File: src/rtl/core/gtth_pkg.sv
// ----------------------------------------------------------------------------
// gtth_pkg
// Shared types, constants and the arctangent table for the go-to-target
// heading setpoint pipeline.
// ----------------------------------------------------------------------------
package gtth_pkg;

  localparam int CORDIC_STAGES = 16;
  localparam int ANG_TAB_LEN   = 24;
  localparam int STG_IDX_W     = $clog2(ANG_TAB_LEN);
  localparam int POS_W         = 24;
  localparam int DIFF_W        = POS_W + 1;
  localparam int SQ_W          = 2 * POS_W;
  localparam int VEC_W         = 52;
  localparam int ANG_W         = 25;
  localparam int HDG_W         = 16;
  localparam int SPD_W         = 16;
  localparam int RAD_W         = 16;
  localparam int VEC_SHIFT     = 24;
  localparam int HEADING_LIMIT = 23040;
  localparam int QUARTER_TURN  = 90 * 32768;
  localparam int ROUND_BITS    = 8;
  localparam int PIPE_LAT      = CORDIC_STAGES + 4;

  localparam logic [POS_W-1:0] TARGET_X_RST     = '0;
  localparam logic [POS_W-1:0] TARGET_Y_RST     = '0;
  localparam logic [SPD_W-1:0] TARGET_SPEED_RST = SPD_W'(10240);
  localparam logic [RAD_W-1:0] ARRIVE_RAD_RST   = RAD_W'(512);

  typedef enum logic [1:0] {
    REG_TARGET_X     = 2'd0,
    REG_TARGET_Y     = 2'd1,
    REG_TARGET_SPEED = 2'd2,
    REG_ARRIVE_RAD   = 2'd3
  } reg_idx_t;

  typedef struct packed {
    logic signed [POS_W-1:0] target_x;
    logic signed [POS_W-1:0] target_y;
    logic [SPD_W-1:0]        target_speed;
    logic [RAD_W-1:0]        arrive_radius;
  } cfg_t;

  typedef struct packed {
    logic                     valid;
    logic                     far;
    logic signed [DIFF_W-1:0] dx;
    logic signed [DIFF_W-1:0] dy;
    logic signed [HDG_W-1:0]  heading;
  } dist_t;

  typedef struct packed {
    logic                    valid;
    logic                    far;
    logic signed [HDG_W-1:0] heading;
  } side_t;

  typedef struct packed {
    logic signed [VEC_W-1:0] x;
    logic signed [VEC_W-1:0] y;
    logic signed [ANG_W-1:0] z;
  } vec_t;

  localparam logic [ANG_W-1:0] ATAN_TAB [ANG_TAB_LEN] = '{
    25'd1474560, 25'd870484, 25'd459940, 25'd233473, 25'd117189, 25'd58653,
    25'd29333,   25'd14667,  25'd7334,   25'd3667,   25'd1833,   25'd917,
    25'd458,     25'd229,    25'd115,    25'd57,     25'd29,     25'd14,
    25'd7,       25'd4,      25'd2,      25'd1,      25'd0,      25'd0
  };

  function automatic logic signed [ANG_W-1:0] atan_lookup(input logic [STG_IDX_W-1:0] idx);
    logic signed [ANG_W-1:0] val;
    val = '0;
    if (int'(idx) < ANG_TAB_LEN) begin
      val = ATAN_TAB[idx];
    end
    return val;
  endfunction

endpackage

File: src/rtl/core/gtth_dist.sv
// ----------------------------------------------------------------------------
// gtth_dist
// Offset and squared-distance stages: forms the offset to the target, squares
// both components and the arrival radius, and compares the sum.
// ----------------------------------------------------------------------------
module gtth_dist (
  input  logic                                  clk,
  input  logic                                  rst_n,
  input  gtth_pkg::cfg_t                        cfg,
  input  logic                                  in_valid,
  input  logic signed [gtth_pkg::POS_W-1:0]     pos_x,
  input  logic signed [gtth_pkg::POS_W-1:0]     pos_y,
  input  logic signed [gtth_pkg::HDG_W-1:0]     heading,
  output gtth_pkg::dist_t                       dist_info
);
  import gtth_pkg::*;

  logic                     a_valid_r;
  logic signed [DIFF_W-1:0] a_dx_r;
  logic signed [DIFF_W-1:0] a_dy_r;
  logic signed [HDG_W-1:0]  a_hdg_r;

  logic                     b_valid_r;
  logic signed [DIFF_W-1:0] b_dx_r;
  logic signed [DIFF_W-1:0] b_dy_r;
  logic signed [HDG_W-1:0]  b_hdg_r;
  logic [SQ_W-1:0]          b_dxsq_r;
  logic [SQ_W-1:0]          b_dysq_r;
  logic [2*RAD_W-1:0]       b_rsq_r;

  logic signed [DIFF_W-1:0]   dx_nxt;
  logic signed [DIFF_W-1:0]   dy_nxt;
  logic signed [2*DIFF_W-1:0] dxsq_full;
  logic signed [2*DIFF_W-1:0] dysq_full;
  logic [SQ_W:0]              d2_sum;

  assign dx_nxt    = DIFF_W'(cfg.target_x) - DIFF_W'(pos_x);
  assign dy_nxt    = DIFF_W'(cfg.target_y) - DIFF_W'(pos_y);
  assign dxsq_full = a_dx_r * a_dx_r;
  assign dysq_full = a_dy_r * a_dy_r;

  always_ff @(posedge clk) begin
    if (!rst_n) begin
      a_valid_r <= 1'b0;
      b_valid_r <= 1'b0;
    end else begin
      a_valid_r <= in_valid;
      b_valid_r <= a_valid_r;
    end
  end

  always_ff @(posedge clk) begin
    a_dx_r   <= dx_nxt;
    a_dy_r   <= dy_nxt;
    a_hdg_r  <= heading;
    b_dx_r   <= a_dx_r;
    b_dy_r   <= a_dy_r;
    b_hdg_r  <= a_hdg_r;
    b_dxsq_r <= dxsq_full[SQ_W-1:0];
    b_dysq_r <= dysq_full[SQ_W-1:0];
    b_rsq_r  <= cfg.arrive_radius * cfg.arrive_radius;
  end

  assign d2_sum = {1'b0, b_dxsq_r} + {1'b0, b_dysq_r};

  assign dist_info.valid   = b_valid_r;
  assign dist_info.far     = d2_sum > (SQ_W + 1)'(b_rsq_r);
  assign dist_info.dx      = b_dx_r;
  assign dist_info.dy      = b_dy_r;
  assign dist_info.heading = b_hdg_r;

endmodule

File: config.mk
export PLATFORM = sky130hd
export DESIGN_NAME = gtth_dist
export DESIGN_NICKNAME = d
export VERILOG_FILES = /design/src/rtl/core/gtth_pkg.sv /design/src/rtl/core/gtth_dist.sv
export SDC_FILE = /design/constraint.sdc
export NUM_CORES = 2
export LEC_CHECK = 0
export ABC_CLOCK_PERIOD_IN_PS = 16010
export BUFFER_PORTS_ARGS = -buffer_cell sky130_fd_sc_hd__buf_2
export CORE_ASPECT_RATIO = 2
export CORE_MARGIN = 5
export CORE_UTILIZATION = 35
export DETAILED_ROUTE_END_ITERATION = 16
export MAX_ROUTING_LAYER = met4
export PLACE_DENSITY_LB_ADDON = 0.3
export SETUP_SLACK_MARGIN = 0.3
export SYNTH_ARGS = -nofsm -noshare
export SYNTH_HDL_FRONTEND = slang
export SYNTH_SLANG_ARGS = --single-unit
File: constraint.sdc
create_clock -name clk -period 16.01 [get_ports clk]
set_input_delay 0.8005 -clock clk [delete_from_list [all_inputs] [get_ports clk]]
set_output_delay 0.8005 -clock clk [all_outputs]
set_load 0.1 [all_outputs]
== After elaboration in Yosys (flattened, before gate mapping) ==
Index checks and enable logic that the tools add are counted.
Storage, ports and cells
  RAM bits: 0
  flip-flop bits (word level): 262
  memory bits (read-only): 0
  latch bits: 0
  memories: 0
  word-level logic and storage cells: 18
Cells by class
  shift-type cells: 0
  divide/modulo/power cells: 0
  $add $sub $neg: 3
  reductions and logical operators: 0
  multiplexer cells: 0
  $mul: 3
  eq/ne operators: 0
  bitwise operators: 0
  order comparisons: 1
Operators by type and width (count)
  multiplier 25 x 25 -> 48 bit: 2
  subtractor 24 x 24 -> 25 bit: 2
  adder 48 x 48 -> 49 bit: 1
  greater-than comparator 49 x 32 -> 1 bit: 1
  multiplier 16 x 16 -> 32 bit: 1

== Depth between registers and ports, before layout ==
  depth after elaboration: 2
  mapped depth: 28
  gate-level depth less buffers: 27

== Least setup slack after synthesis ==
Ideal clock, no wire load.
  path kind: register to register
  from: register a_dy_r[15]
  to: register b_dysq_r[46]
  required time: 15.888 ns
  arrival: 7.013 ns
  stages on the path, launching flop included: 28
  path slack: 8.875 ns
  period minus slack after synthesis: 7.135 ns
  setup time: 0.122 ns
  cells stage by stage: dfxtp_1 > clkbuf_1 > nand2_1 > fa_1 > inv_1 > fa_1 > inv_1 > fa_1 > inv_1 > fa_1 > inv_1 > fa_1 > inv_1 > fa_1 > inv_1 > fa_1 > inv_1 > ha_1 > nand2_1 > and3_1 > o31ai_1 > nor3b_1 > a21oi_1 > o31ai_1 > o41ai_2 > o21ai_1 > nor2_1 > a311o_1
On the way
  word-level cells in the longest chain between the ends: 1
RTL lines
  start: declaration: line gtth_dist.sv:20  | logic signed [DIFF_W-1:0] a_dy_r;
  start signal: assignment: line gtth_dist.sv:54  | a_dy_r <= dy_nxt;
  multiplier 25 x 25 -> 48 bit: line gtth_dist.sv:40  | assign dysq_full = a_dy_r * a_dy_r;
  via dysq_full[46]: line gtth_dist.sv:34  | logic signed [2*DIFF_W-1:0] dysq_full;
  end signal: assignment: line gtth_dist.sv:60  | b_dysq_r <= dysq_full[SQ_W-1:0];
  end: declaration: line gtth_dist.sv:28  | logic [SQ_W-1:0] b_dysq_r;
The timed path passes the listed nets, and every way through them passes these cells.
A chain may end at the register's enable or synchronous reset.

== Worst setup path in the final report ==
  from: register a_dy_r[18]
  to: register b_dysq_r[46]
Same word-level chain as after synthesis.

==> summary.md <==
| Metric | Value |
|---|---|
| Status | complete, no violations |
| Max Freq | around 120 MHz |
| Final hold vios | 0 |
| Via count | 40360 |
| Mapped Area | around 58000 um^2 |
| CTS buffer count | 30 |
| Fin crit share | between 50% and 60% |
| Startpoint types | flip-flop |
| Largest net degree at the start of global routing | 49 |
| Clk Latency, worst-skew pair | 0.66 ns |
| Port bufs | 198 |
| Crit Path Max Fanout | 16 |
| Area grow syn2layout | 7.694% |
| Drt via density | 4.828 |
| Minimum clock period | 8.572 ns |
| Async SR Flop Fraction | 0% |
| Synth warn | 0 |
| Relative slew margins | 29.70% |
| RSZ-0062 raised after global routing | false |
| Starting Density | 35.12% |
| Most numerous cell on the critical path | fa_1 |
| Worst path cell trace | buf_4 > nand2_1 > fa_1 > inv_1 > fa_1 > inv_1 > fa_1 > fa_1 > inv_1 > fa_1 > fa_1 > inv_1 > fa_1 > inv_1 > ha_1 > nand2_1 > o31ai_1 > nor3b_1 > a21oi_1 > o31ai_1 > o41ai_2 > o21ai_1 > nor2_1 > a311o_1 |
| Reg-to-reg endpoint | b_dysq_r[46]$_DFF_P_ |
| Post-Place Cells | between 8000 and 9000 |
| Req. time, crit path | 16.52 ns |
| Crit end category | flip-flop |
| Yosys reg bits | 257 |
| Setup ws final | around 7.4 ns |
| Hold path startpoint | heading[4] |
| CTS tree | built |
| Post-Route Setup TNS | 0 ns |
| Average cell area after synthesis | between 9 and 10 um^2 |
| Buf/Inv on CP | 6 |
| GR Overflow Total | 0 |
| Die W | 297.5 um |
| Hold Path Sink | a_hdg_r[4]$_DFF_P_ |
| Post-CTS Repair Setup Buffers | 0 |
| Final Skew | ~0.050 ns |
| Initial antenna violation count | 3 |
| Crit-path slowest cell | dfxtp_1 |
| Root Driver | clkbuf_16 |
| Final nets | 8222 |
| DRT iter0 DRCs | roughly 1500 |
| # resized after CTS | 0 |
| Final setup vio count | 0 |
| Detail Route Antenna Nets | 0 |
| Die Ht | roughly 600 um |
| Router iterations before antenna repair | 5 |
| Hold depth | 1 |
| HP Class | in2reg |
| First-pass GRT wire length | 248900 um |
| Num rows | 211 |
| Post-synthesis sequential area ratio | 8.892% |
| Total Routing Usage GR | a little under a fifth |
| Vias in the first global route | 46930 |
| Ports | 215 |
| Critical setup path kind | reg2reg |
| Crit path max-delay family | adder cells |
| Slowest cell delay on critical path | 0.82 ns |
| Synth cell types | 86 |
| Setup WS pre-CTS | 7.344 ns |
| Post-CTS Hold Buffers | 0 |
| Most used DFF post-synth | dfxtp_1 |
| Clock slew at reported path FFs | 0.06 ns |
| CTS Sinks | 257 |
| Finished Layout Cells | 8360 |
| Core footprint | 164700 um^2 |
| R2R Path Start | a_dy_r[18]$_DFF_P_ |
| R2R cell count | 24 |
| WP data arrival | slightly above 9 ns |
| Cell count after synthesis | 6076 |
| Share of post-route cells with drive strength above 1 | 5.427% |
| Die footprint | 174000 um^2 |
| R2R setup slack | 7.44 ns |
| Routed WL | 156600 um |
| Number of synthesized flops with an enable pin | 0 |
| DR WL/cell | 18.74 um |
| Post-Syn Nets | 8092 |
| Residual DRC | 0 |
| DPL Wire Length | 130200 um |
| GP Congestion | 0.9204 |
| H-tree Lvls | 1 |
| Max-slew violations | 0 |
| Maxcap violations | 0 |
| Clock buffer depth | 3 |
| Tightest Pin Transition | 1.041 ns |
worst max-delay path by stage:
stage	endpoint	startpoint	cells past startpoint
final	b_dysq_r[46]$_DFF_P_	a_dy_r[18]$_DFF_P_	24
after global routing	b_dysq_r[46]$_DFF_P_	a_dy_r[11]$_DFF_P_	25
after CTS	b_dysq_r[46]$_DFF_P_	a_dy_r[18]$_DFF_P_	25
after detailed placement	b_dysq_r[46]$_DFF_P_	a_dy_r[18]$_DFF_P_	24
after global placement	b_dysq_r[46]$_DFF_P_	a_dy_r[18]$_DFF_P_	25
after floorplan	b_dysq_r[46]$_DFF_P_	a_dy_r[15]$_DFF_P_	27
logic make-up (layout without fill, tap and decap cells):
| group | count (synthesis) | in the layout | share of synthesized area [%] |
|---|---|---|---|
| buffers and inverters | 1886 | 2038 | 12.26 |
| AND/OR/NAND/NOR | 1255 | 1255 | 10.65 |
| AO/OA/AOI/OAI | 576 | 576 | 6.734 |
| XOR/XNOR | 226 | 226 | 3.421 |
| multiplexers | 7 | 7 | 0.1233 |
| other | 0 | 2 | 0 |
| adder cells (fa/ha/maj) | 1869 | 1869 | 57.92 |
| flip-flops | 257 | 257 | 8.892 |
flip-flops by register name, indices dropped and copies added (netlist names):
name / cells
a_dx_r: 25
a_dy_r: 25
a_hdg_r: 16
a_valid_r: 1
b_dx_r: 24
b_dxsq_r: 47
b_dy_r: 24
b_dysq_r: 47
b_hdg_r: 16
b_rsq_r: 31
b_valid_r: 1
Yosys cell counts, types with 6 or more instances:
library cell  number  area share [%]
a21o_1            97             1.3
nand3_1           39            0.34
dfxtp_1          257             8.9
o21ai_1           26            0.22
nor3_1            33            0.29
o21ai_0           71            0.61
ha_1             520              11
o2111ai_1          8            0.12
xor2_1            62            0.94
nor2b_1           62            0.67
mux2i_1            6            0.10
a211oi_1          23            0.30
nand2_1          472             3.1
nor2_1           192             1.2
a21oi_1          157             1.4
or3_1             12            0.13
xnor2_1          164             2.5
and2_1           311             3.4
a211o_1            9            0.14
nand4_1           24            0.26
o31ai_1           12            0.16
o211ai_1          11            0.14
o21bai_1          21            0.27
a31oi_1           15            0.16
and4_1             7            0.11
nand2b_1          39            0.42
clkbuf_1         143            0.93
fa_1            1349              47
and3_1            27            0.29
o21a_1            40            0.52
inv_1           1739              11
or2_2              8           0.087
area by class of cell:
cell class              count  area, um^2
clock buffers              35       809.5
multi-input cells        3933       45620
repair buffers            245        1344
well taps                2130        2665
flip-flops and latches    257        5149
clock inverters            19       188.9
inverters                1739        6528
diodes                      2       5.005
fillers                 16820      102400
stage by stage:
step	instance area (um^2)	hold WS [ns]	utilization, %
5_1_grt	62310	0.2118	37.82
6_report	62310	0.2386	37.82
3_3_place_gp	61310	0.3100	37.21
3_5_place_dp	61310	0.3132	37.21
4_1_cts	62300	0.1663	37.82
2_1_floorplan	57860	0.3096	-
cell usage in the layout, fill, tap and decap left out, types with 71 or more instances in the layout:
master      n
inv_1    1739
fa_1     1349
ha_1      520
nand2_1   472
and2_1    311
dfxtp_1   254
buf_2     198
nor2_1    192
xnor2_1   164
a21oi_1   157
a21o_1     97
o21ai_0    71
per-layer routing:
metal / up-vias / wire length, um / global-route usage (%)
li1: 18290 / - / -
met1: 20710 / 46880 / 16.31
met2: 844 / 92930 / 38.26
met3: 518 / 4011 / 1.401
met4: 0 / 12810 / 12.34
met5: - / 0 / -
Power is left out: the tool's default activity adds up to more than one toggle a clock period on the data nets, which glitch-free logic cannot reach.
