### src/rtl/core/gtth_pkg.sv
// ----------------------------------------------------------------------------
// gtth_pkg
// Shared types, constants and the arctangent table for the go-to-target
// heading setpoint pipeline.
// ----------------------------------------------------------------------------
package gtth_pkg;

  localparam int CORDIC_STAGES = 16;
  localparam int ANG_TAB_LEN   = 24;
  localparam int STG_IDX_W     = $clog2(ANG_TAB_LEN);
  localparam int POS_W         = 24;
  localparam int DIFF_W        = POS_W + 1;
  localparam int SQ_W          = 2 * POS_W;
  localparam int VEC_W         = 52;
  localparam int ANG_W         = 25;
  localparam int HDG_W         = 16;
  localparam int SPD_W         = 16;
  localparam int RAD_W         = 16;
  localparam int VEC_SHIFT     = 24;
  localparam int HEADING_LIMIT = 23040;
  localparam int QUARTER_TURN  = 90 * 32768;
  localparam int ROUND_BITS    = 8;
  localparam int PIPE_LAT      = CORDIC_STAGES + 4;

  localparam logic [POS_W-1:0] TARGET_X_RST     = '0;
  localparam logic [POS_W-1:0] TARGET_Y_RST     = '0;
  localparam logic [SPD_W-1:0] TARGET_SPEED_RST = SPD_W'(10240);
  localparam logic [RAD_W-1:0] ARRIVE_RAD_RST   = RAD_W'(512);

  typedef enum logic [1:0] {
    REG_TARGET_X     = 2'd0,
    REG_TARGET_Y     = 2'd1,
    REG_TARGET_SPEED = 2'd2,
    REG_ARRIVE_RAD   = 2'd3
  } reg_idx_t;

  typedef struct packed {
    logic signed [POS_W-1:0] target_x;
    logic signed [POS_W-1:0] target_y;
    logic [SPD_W-1:0]        target_speed;
    logic [RAD_W-1:0]        arrive_radius;
  } cfg_t;

  typedef struct packed {
    logic                     valid;
    logic                     far;
    logic signed [DIFF_W-1:0] dx;
    logic signed [DIFF_W-1:0] dy;
    logic signed [HDG_W-1:0]  heading;
  } dist_t;

  typedef struct packed {
    logic                    valid;
    logic                    far;
    logic signed [HDG_W-1:0] heading;
  } side_t;

  typedef struct packed {
    logic signed [VEC_W-1:0] x;
    logic signed [VEC_W-1:0] y;
    logic signed [ANG_W-1:0] z;
  } vec_t;

  localparam logic [ANG_W-1:0] ATAN_TAB [ANG_TAB_LEN] = '{
    25'd1474560, 25'd870484, 25'd459940, 25'd233473, 25'd117189, 25'd58653,
    25'd29333,   25'd14667,  25'd7334,   25'd3667,   25'd1833,   25'd917,
    25'd458,     25'd229,    25'd115,    25'd57,     25'd29,     25'd14,
    25'd7,       25'd4,      25'd2,      25'd1,      25'd0,      25'd0
  };

  function automatic logic signed [ANG_W-1:0] atan_lookup(input logic [STG_IDX_W-1:0] idx);
    logic signed [ANG_W-1:0] val;
    val = '0;
    if (int'(idx) < ANG_TAB_LEN) begin
      val = ATAN_TAB[idx];
    end
    return val;
  endfunction

endpackage

### src/rtl/core/gtth_cfg.sv
// ----------------------------------------------------------------------------
// gtth_cfg
// Configuration register file with an APB-style access port.
// ----------------------------------------------------------------------------
module gtth_cfg (
  input  logic                clk,
  input  logic                rst_n,
  input  logic                psel,
  input  logic                penable,
  input  logic                pwrite,
  input  logic [3:0]          paddr,
  input  logic [31:0]         pwdata,
  output logic [31:0]         prdata,
  output logic                pready,
  output gtth_pkg::cfg_t      cfg
);
  import gtth_pkg::*;

  cfg_t     cfg_r;
  cfg_t     cfg_nxt;
  reg_idx_t idx;
  logic     wr_en;

  assign idx    = reg_idx_t'(paddr[3:2]);
  assign wr_en  = psel && penable && pwrite;
  assign pready = 1'b1;
  assign cfg    = cfg_r;

  always_comb begin
    cfg_nxt = cfg_r;
    if (wr_en) begin
      unique case (idx)
        REG_TARGET_X:     cfg_nxt.target_x      = pwdata[POS_W-1:0];
        REG_TARGET_Y:     cfg_nxt.target_y      = pwdata[POS_W-1:0];
        REG_TARGET_SPEED: cfg_nxt.target_speed  = pwdata[SPD_W-1:0];
        REG_ARRIVE_RAD:   cfg_nxt.arrive_radius = pwdata[RAD_W-1:0];
        default:          cfg_nxt = cfg_r;
      endcase
    end
  end

  always_ff @(posedge clk) begin
    if (!rst_n) begin
      cfg_r.target_x      <= TARGET_X_RST;
      cfg_r.target_y      <= TARGET_Y_RST;
      cfg_r.target_speed  <= TARGET_SPEED_RST;
      cfg_r.arrive_radius <= ARRIVE_RAD_RST;
    end else begin
      cfg_r <= cfg_nxt;
    end
  end

  always_comb begin
    unique case (idx)
      REG_TARGET_X:     prdata = {{(32-POS_W){1'b0}}, cfg_r.target_x};
      REG_TARGET_Y:     prdata = {{(32-POS_W){1'b0}}, cfg_r.target_y};
      REG_TARGET_SPEED: prdata = {{(32-SPD_W){1'b0}}, cfg_r.target_speed};
      REG_ARRIVE_RAD:   prdata = {{(32-RAD_W){1'b0}}, cfg_r.arrive_radius};
      default:          prdata = '0;
    endcase
  end

endmodule

### config.mk
export PLATFORM = sky130hd
export DESIGN_NAME = gtth_cfg
export DESIGN_NICKNAME = d
export VERILOG_FILES = /design/src/rtl/core/gtth_pkg.sv /design/src/rtl/core/gtth_cfg.sv
export SDC_FILE = /design/constraint.sdc
export NUM_CORES = 1
export LEC_CHECK = 0
export BUFFER_PORTS_ARGS = -buffer_cell sky130_fd_sc_hd__buf_2
export CAP_MARGIN = 0
export CORE_AREA = 2 2 96 98
export CTS_CLUSTER_DIAMETER = 120
export CTS_CLUSTER_SIZE = 16
export DETAILED_ROUTE_END_ITERATION = 12
export DIE_AREA = 0 0 98 100
export PLACE_DENSITY = 0.74
export SETUP_SLACK_MARGIN = 0.05
export SLEW_MARGIN = 40
export SYNTH_ARGS = -nofsm -noshare
export SYNTH_HDL_FRONTEND = slang
export SYNTH_SLANG_ARGS = --single-unit
### constraint.sdc
create_clock -name clk -period 1.4 [get_ports clk]
set_clock_uncertainty 0.15 [all_clocks]
set_input_delay 0.28 -clock clk [delete_from_list [all_inputs] [get_ports clk]]
set_output_delay 0.28 -clock clk [all_outputs]
set_load 0.1 [all_outputs]
=== Yosys cells after proc, flatten, opt, wreduce, memory -nomap -nowiden ===
Cells that the tools add are included.

* Flip-flop bits (word level): 80
* Bits in latches: 0
* RAM bits: 0
* Bits in read-only memories: 0
* Input bits: 41
* Output and inout bits: 113
* Word-level logic and storage cells: 15
* Memories: 0

* Add/subtract/negate cells: 0
* $mul: 0
* Div/mod/pow operators: 0
* Order comparisons: 0
* Eq/ne operators: 3
* Shifts and indexed selects: 0
* Muxes and demuxes: 1
* Bitwise operators: 0
* Reductions and logical operators: 7

{| class="wikitable"
|+ Operator list
! cell !! count
|-
| $pmux W32 S4 || 1
|-
| $reduce_and A2 Y1 || 4
|-
| $eq A2 B2 Y1 const B || 2
|-
| $eq A2 B1 Y1 const B || 1
|-
| $logic_and A1 B1 Y1 || 2
|-
| $logic_not A2 Y1 || 1
|}

=== Longest topological paths before layout ===
* Word-level depth: 3
* Gate-level depth with buffers: 5
* Gate-level depth less buffers: 3

=== Worst setup path after synthesis ===
Ideal clock, no wire load.

* Path kind: register -> output
* Start point: reg cfg_r (netlist bit cfg[48])
* End point: out prdata[16]
* Arrival: 2.401 ns
* Data required time: 0.970 ns
* Setup slack: -1.431 ns
* Stages on the path, launching flop included: 3
* Path buffers: 0
* Path through: dfxtp_1 mux2i_1 nor2_1

* Word-level cells in the longest chain between the ends: 1

{| class="wikitable"
|+ Ends and longest elaborated chain
! element !! RTL line !! text
|-
| start, declared || gtth_cfg.sv:19 || <nowiki>cfg_t cfg_r;</nowiki>
|-
| start signal, assigned || gtth_cfg.sv:49 || <nowiki>cfg_r <= cfg_nxt;</nowiki>
|-
| $pmux W32 S4 || gtth_cfg.sv:54 || <nowiki>unique case (idx)</nowiki>
|-
| end, declared || gtth_cfg.sv:13 || <nowiki>output logic [31:0] prdata,</nowiki>
|}

Every way passes these cells. The select of a mux whose other input is x is not followed.

=== Worst setup path after layout ===
* Start point: reg cfg_r (netlist bit cfg[13])
* End point: out prdata[13]

The elaborated chain is that of the path after synthesis.

==> metrics list <==
- Entering global routing, the biggest net connects 41 pins.
- In the routed design, unresolved DRC markers number 0.
- The path class of the tightest hold or removal check is input port to register.
- Result of the run: complete, but fails checks
- Die extent in x: 98 um
* Number of DRC markers in iteration 0: 113
- The worst setup path is captured at an output pin.
- Post-layout power: about 5.4 mW
- Launching instance or port of the critical path: cfg[13]$_SDFFE_PN0P_
* Final hold slack: around 54 ps
* Avg Synthesized Cell Area: ~11 um^2
* Switch share: 0.304
* Max Slew Vio Count: 0
- Of all nets on the critical path, the largest fanout is 2.
- Boundary Pins: between 150 and 200
- Type of the worst setup path: register to output pin
- Walking the worst path, the cells encountered are mux4_2, buf_6.
- Aggregate global routing overflow: 0
- At the end of the flow the core is filled with cells to 0.873.
- Total of max-cap violations: 0
- The final reports fail on negative setup slack.
- Clock slew seen by the registers of the worst setup and hold paths: roughly 90 ps
* Global-route usage over all layers: 0.272
* Fraction of layout instances using a drive strength above 1: 0.667
- Layout-stage area growth over the synthesis result: 114%
- Following the worst setup path forward leads to its endpoint at prdata[13].
- Count of hold buffers inserted by post-cts repair: 0
* Worst-case setup margin in the final layout: -422 ps
* Worst endpoint required time: 970 ps
- The internal portion of the total power is between 3 and 4 mW.
- Setup violations remaining at the end of the flow were counted as 50.
- Worst skew pair latency: 340 ps
- The share of total power dissipated in sequential elements is 0.406.
* Flip-flop count of the largest register, all copies and words added: 80
- Pre-antenna DRT Iters: 4
- The tree is rooted in a sky130_fd_sc_hd__clkbuf_8.
- Antenna violations before repair: 1
* Post-Synthesis Cells: about 340
- Unrepaired setup endpoints after global routing: yes
- In this run the critical register-to-register path is captured at cfg[21]$_SDFFE_PN0P_.
* Final min period: 1820 ps
* CP max-delay cell: sky130_fd_sc_hd__mux4_2
- Arrival time reported for the critical path endpoint: roughly 1400 ps
* Routed via count: 3620
- Share of synthesized area occupied by flip-flops and latches: 0.441
* Leakage power figure: between 3 and 4 nW
- In this run the cell area measured after placement is between 6000 and 7000 um^2.
- For this run, the number of Yosys warnings is 0.
- Highest clock rate: about 0.55 GHz
* Launch instance of the worst register-to-register path: cfg[21]$_SDFFE_PN0P_
- The final hold violation count is 0.
- Setup slack on the worst reg-to-reg path comes out at between 200 and 300 ps.
- In this run the most used layer during global routing was met2.
- The synthesized netlist occupies a cell area of about 3600 um^2.
* Via count of the first global-routing pass: ~4000
* Initial standard-cell utilization of the core: 0.408
- Met2 Usage GRT: 0.492
* Final period utilization: 1.30
- For met3 alone, demand over resource in global routing was 0.0780.
* Critical path launch point type: register
- For met1 alone, demand over resource in global routing was 0.295.
- TritonCTS clock tree: built
- Detailed placement finished with a half-perimeter wire length of between 8000 and 9000 um.
* Peak supply drop: between 0.5 and 0.6 mV
- CTS built an H-tree with a depth of 3.
- Largest stage delay, worst path: between 400 and 500 ps
* Total die area: approximately 9800 um^2
* Maximum count of clock buffers along a single path: 2
- In the routed layout, each cell is associated on average with a via count of roughly 5.2.
- Buffers inserted during clock tree synthesis total 9.
- Last weighted congestion value of the routability-driven placer: around 0.83
- Row cnt: 35
* Vertical die dimension: 100 um
* Wire length per cell after detailed routing: about 20 um
* Logic depth of the worst register-to-register path: 5
- With fillers left out, the area of the finished cells amounts to 7760 um^2.
* Total number of clock tree sinks: 80
- Wirelength, routed: 14100 um
* Switching power total: 1.65 mW
- Core Footprint: ~8900 um^2
- Count of port buffers added during placement: between 100 and 150
- Pwr per Cell Area: ~700 nW/um^2
* Remaining number of nets flagged by the antenna check after routing: 0
- For this run, the post-layout net count is 624.
- The share of total power dissipated in the clock network is 0.387.
- The synthesized design contains 80 register bits.
- First-pass GRT wire length: slightly above 20000 um
* Combinational share of power: 0.207
- After synthesis, the netlist uses 21 different library cells.
- After routing, the total negative slack on setup checks comes to -8340 ps.
==> per-stage QoR <==
step	worst slack, ps	std cells
2_1_floorplan	-382	351
3_3_place_gp	-401	652
3_5_place_dp	-427	652
4_1_cts	-421	683
5_1_grt	-458	699
6_report	-422	700
==> per-layer routing <==
layer / share of wire / up-vias
met5: 0 / -
met1: 0.36 / 1783
li1: - / 1643
met3: 0.063 / 34
met2: 0.55 / 160
met4: 0.026 / 0
==> synth_stat cells <==
cell type,n,area (um^2)
sky130_fd_sc_hd__nand3b_1,1,7.51
sky130_fd_sc_hd__buf_12,2,40.0
sky130_fd_sc_hd__buf_2,8,40.0
sky130_fd_sc_hd__mux2i_1,85,851
sky130_fd_sc_hd__and3_4,1,11.3
sky130_fd_sc_hd__nand3_2,1,10.0
sky130_fd_sc_hd__dfxtp_1,80,1600
sky130_fd_sc_hd__nand2_1,101,379
sky130_fd_sc_hd__nand3_1,1,5.00
sky130_fd_sc_hd__nor2_1,8,30.0
sky130_fd_sc_hd__conb_1,2,7.51
sky130_fd_sc_hd__nor3b_2,1,12.5
sky130_fd_sc_hd__buf_4,13,97.6
sky130_fd_sc_hd__clkbuf_1,5,18.8
sky130_fd_sc_hd__nand4_1,2,12.5
sky130_fd_sc_hd__nor2_4,1,11.3
sky130_fd_sc_hd__mux4_2,16,360
sky130_fd_sc_hd__inv_1,3,11.3
sky130_fd_sc_hd__buf_6,8,90.1
sky130_fd_sc_hd__o311ai_0,2,17.5
sky130_fd_sc_hd__o21ai_0,3,15.0
==> worst max-delay path: cells and delay by family, from the launching register on <==
kind | cells | cell delay [ps]
mux | 1 | 490
buf+inv | 1 | 200
flops | 1 | 360
==> area by class of cell <==
type                            instances  area, um^2
Clock inverter                          7         120
Multi-Input combinational cell        232        1930
Sequential cell                        80        1900
Clock buffer                            9         124
Inverter                                3        11.3
Timing Repair Buffer                  257        3530
Antenna cell                            1        2.50
Tap cell                              111         139
Fill cell                             386        1130
==> cells in the final DEF (no fill, tap or decap) <==
cell type and instances:
sky130_fd_sc_hd__nand3_2 1, sky130_fd_sc_hd__mux4_2 16, sky130_fd_sc_hd__clkinv_4 2, sky130_fd_sc_hd__inv_1 3, sky130_fd_sc_hd__nand3b_1 1, sky130_fd_sc_hd__and3_4 1
sky130_fd_sc_hd__o21ai_0 3, sky130_fd_sc_hd__diode_2 1, sky130_fd_sc_hd__clkbuf_16 1, sky130_fd_sc_hd__conb_1 9, sky130_fd_sc_hd__nand4_1 2, sky130_fd_sc_hd__o311ai_0 2
sky130_fd_sc_hd__buf_12 104, sky130_fd_sc_hd__nand3_1 1, sky130_fd_sc_hd__nand2_1 101, sky130_fd_sc_hd__clkinv_2 1, sky130_fd_sc_hd__mux2i_1 74, sky130_fd_sc_hd__buf_2 27
sky130_fd_sc_hd__dfxtp_4 80, sky130_fd_sc_hd__nor2_4 9, sky130_fd_sc_hd__buf_8 2, sky130_fd_sc_hd__mux2i_2 3, sky130_fd_sc_hd__mux2i_4 8, sky130_fd_sc_hd__bufinv_16 3
sky130_fd_sc_hd__buf_4 39, sky130_fd_sc_hd__clkbuf_8 9, sky130_fd_sc_hd__clkinvlp_4 1, sky130_fd_sc_hd__buf_6 83, sky130_fd_sc_hd__buf_16 1, sky130_fd_sc_hd__nor3b_4 1
==> how the worst min path moves through the flow <==
stage                         startpoint              endpoint  depth (start not counted)
floorplan                     pwdata[16]  cfg[48]$_SDFFE_PN0P_                          2
global placement    cfg[72]$_SDFFE_PN0P_  cfg[72]$_SDFFE_PN0P_                          2
detailed placement  cfg[78]$_SDFFE_PN0P_  cfg[78]$_SDFFE_PN0P_                          2
CTS                           pwdata[22]  cfg[78]$_SDFFE_PN0P_                          3
global route                  pwdata[22]  cfg[78]$_SDFFE_PN0P_                          3
finish                        pwdata[19]  cfg[51]$_SDFFE_PN0P_                          3
==> logic make-up after synthesis <==
family,count (synthesis),share of synthesized area
other cells,2,0.00207
flops,80,0.441
simple gates,117,0.132
mux,101,0.334
compound gates,5,0.00896
buf+inv,39,0.0820
==> what timing repair did <==
| action | 4_1_cts | 5_1_grt |
|---|---|---|
| buffers inserted | 17 | 48 |
| setup endpoints to repair | 97 | 116 |
| cloned | 1 | 1 |
| gates resized for setup | 126 | 53 |
| pin swaps | 8 | 3 |
==> power groups by stage <==
stage | clock, mW | combinational, mW | sequential [mW]
2_1_floorplan | 0 | 0.470 | 2.47
3_3_place_gp | 0 | 0.977 | 2.25
3_5_place_dp | 0 | 0.996 | 2.25
4_1_cts | 2.10 | 1.08 | 2.20
5_1_grt | 2.22 | 1.16 | 2.20
6_report | 2.10 | 1.12 | 2.20
No activity file was read; power rests on OpenSTA's default activity.
